$ cat src/design/ffca_ram.sv
// generic simple dual-port ram with registered read
module ffca_ram #(
  parameter int WIDTH = 8,
  parameter int DEPTH = 16
) (
  input  logic                     clk_i,
  input  logic                     we_i,
  input  logic [$clog2(DEPTH)-1:0] waddr_i,
  input  logic [WIDTH-1:0]         wdata_i,
  input  logic [$clog2(DEPTH)-1:0] raddr_i,
  output logic [WIDTH-1:0]         rdata_o
);

  logic [WIDTH-1:0] mem_q [DEPTH];
  logic [WIDTH-1:0] rdata_q;

  always_ff @(posedge clk_i) begin
    if (we_i) begin
      mem_q[waddr_i] <= wdata_i;
    end
    rdata_q <= mem_q[raddr_i];
  end

  assign rdata_o = rdata_q;

endmodule

$ cat config.mk
export PLATFORM = sky130hd
export DESIGN_NAME = ffca_ram
export DESIGN_NICKNAME = d
export VERILOG_FILES = /design/src/design/ffca_ram.sv
export SDC_FILE = /design/constraint.sdc
export NUM_CORES = 1
export LEC_CHECK = 0
export CAP_MARGIN = 30
export CORE_ASPECT_RATIO = 0.5
export CORE_MARGIN = 4
export CORE_UTILIZATION = 55
export CTS_BUF_LIST = sky130_fd_sc_hd__clkbuf_16
export CTS_CLUSTER_DIAMETER = 50
export DETAILED_ROUTE_END_ITERATION = 6
export DONT_BUFFER_PORTS = 1
export GPL_ROUTABILITY_DRIVEN = 0
export PLACE_DENSITY_LB_ADDON = 0.25
export SYNTH_ARGS = -nofsm -noshare
export SYNTH_HDL_FRONTEND = slang
export SYNTH_SLANG_ARGS = --single-unit
$ cat constraint.sdc
create_clock -name clk_i -period 2 [get_ports clk_i]
set_clock_uncertainty 0.1 [all_clocks]
set_input_delay 0.2 -clock clk_i [delete_from_list [all_inputs] [get_ports clk_i]]
set_output_delay 0.2 -clock clk_i [all_outputs]
set_load 0.1 [all_outputs]
==> results.toml <==
[logic_synthesis]
synth-warning-count = 0
avgSynthCellArea_um2 = 22.48
netlist_instances = 229
ys_types = 19
syn_nets = 247
synth-seq-cells = 136
netlist_area_mm2 = 0.005147
seq_area_frac_synth = 0.7778

[run_status]
status = "finished clean"

[pwr]
vdd_drop_max_v = 0.0007844
power_frac_comb = 0.060
power_density_mw_per_mm2 = 1105
pwr-share-clk = 0.463
p_switching_w = 0.001359
seq_power_share = 0.477
p_int_w = 0.005366
power.leakage_nw = 2.067
swShare = 0.2021

[detailed_routing]
drc = 0
vias = 2442
drtIter0Drc = 205
wl_um = 9957
ant_nets = 0
dr.pass1.iters = 4
drt-vias-per-instance = 6.060
routedWlPerCell_um = 24.71

[timing]
fmax_mhz = 576.7
finalCritPeriodShare = 0.8671
setup_ws_ps = 265.9
final_max_slew_viol_count = 0
relSlewSlack = 0.5023
setup_viol = 0
tightest_slew_ps = 744.1
rsz0062_at_grt = "false"
tns_ps = 0
period_needed_ps = 1734
hold_viol = 0

[setup_path]
path_delay_family = "buffers and inverters"
critPathRequiredTime_ps = 2190
end_kind = "flip-flop"
cp_max_fo = 22
cp_data_arrival_time_ps = 1920
slowest_delay_ps = 1030
criticalPathCategory = "in2reg"
crit_chain = "dlygate4sd3_1, mux4_1, a22oi_1, nand2_1"
crit_slowest_cell = "dlygate4sd3_1"
path_buf_inv = 1
crit_path_start_kind = "input port"

[clock_tree]
clock_latency_ps = 410
cts_tree = "yes"
cts.path.max_buffers = 2
cts_root_buf = "clkbuf_16"
cts_made_buffers = 17
cts.clk_slew.worst_paths_ps = 60
cts_htree_levels = 4
clock-sinks = 136
post_cts_resized = 0

[global_route]
grt_max_degree = 33
track_usage = 0.2005
grt_pass1_vias = 2530
grt_overflow = 0
grt_pass1_wl_um = 15330
grt_antenna_before_repair = 0

[layout]
drive_gt1_frac = 0.2448
final_cell_mix = "128 x edfxtp_1, 26 x buf_4, 18 x mux4_2"
nets = 291
diodes = 0
area_growth_pct = 18.25
post-route-cell-area_mm2 = 0.006087
final_common_cell = "edfxtp_1"

[floorplanning]
die_h_um = 76.41
die_w_um = 144.8
start_util = 0.5772
io_pins = 26
rows = 24
die_area_mm2 = 0.01106
fp.coreArea_mm2 = 0.008919

[placed_design]
post-place-ws_ps = 496.6
hpwl_um = 5728
placed_cell_area_mm2 = 0.005403
port_buffers = 0

[worst_hold_path]
hold_class = "in2reg"

[flow_run]
maxCapViolations = 0
## through the flow
stage                     std cells  utilization  hold slack, ps  power [W]
after floorplan                 229            -           198.9   0.003560
after global placement          362       0.6058           199.9   0.003610
after detailed placement        362       0.6058           199.6   0.003616
after CTS                       403       0.6825          0.1482   0.006772
after global routing            403       0.6825           25.09   0.006954
final                           403       0.6825           27.94   0.006725
## Yosys cell counts
master / count / area share
buf_4: 1 / 0.0015
and2b_1: 1 / 0.0015
nor2_1: 13 / 0.0095
and2_1: 1 / 0.0012
buf_2: 3 / 0.0029
clkdlybuf4s25_2: 3 / 0.0058
nand3_1: 1 / 0.00097
edfxtp_1: 128 / 0.75
nor3_1: 4 / 0.0039
mux4_2: 18 / 0.079
mux4_1: 14 / 0.071
dfxtp_1: 8 / 0.031
nand2b_1: 2 / 0.0024
or3b_2: 1 / 0.0017
a22oi_1: 16 / 0.023
nor2b_1: 1 / 0.0012
nand2_1: 9 / 0.0066
nand3b_1: 2 / 0.0029
buf_6: 3 / 0.0066
## final timing paths
path                            slack, ps  depth (start not counted)          from    endpoint
worst max-delay path                  270                          4    raddr_i[1]  rdata_o[0]
worst max register to register        460                          3   mem_q[3][3]  rdata_o[3]
worst min-delay path                   30                          3    raddr_i[1]  rdata_o[5]
worst min register to register        570                          3  mem_q[12][1]  rdata_o[1]
## power groups by stage
stage / logic (W) / clock network, W / registers [W]
2_1_floorplan: 0.000162 / 0 / 0.00340
3_3_place_gp: 0.000347 / 0 / 0.00326
3_5_place_dp: 0.000350 / 0 / 0.00327
4_1_cts: 0.000407 / 0.00316 / 0.00321
5_1_grt: 0.000426 / 0.00332 / 0.00321
6_report: 0.000405 / 0.00311 / 0.00321
## cell type report
class | count | area [um2]
fill | 542 | 2831
clock inverter | 15 | 168.9
sequential | 136 | 4004
multi-input combinational | 83 | 1057
tap | 117 | 146.4
timing repair buffer | 35 | 285.3
clock buffer | 17 | 425.4
## flip-flops by register name (all words and copies together), names as in the netlist
register	count
rdata_o	8
mem_q	128
## tightest hold or removal path: cells and delay by family
kind	cells	cell delay [ps]
AO/OA/AOI/OAI	1	90
multiplexers	1	150
AND/OR/NAND/NOR	1	50
## metal layers
layer,global-route usage,up-vias,share of wire
li1,-,1061,-
met1,0.2938,1273,0.44
met2,0.2785,91,0.46
met3,0.06207,17,0.076
met4,0.08939,0,0.021
met5,0,-,0
## timing repair
action	4_1_cts	5_1_grt
hold endpoints to repair	134	0
setup buffers	0	0
hold buffers	9	0
## logic make-up after synthesis
group           Yosys count  synth area share
compound gates           16           0.02334
buf+inv                  10           0.01677
flops                   136            0.7778
mux                      32            0.1502
simple gates             35           0.03184
(Power assumes the default switching activity.)
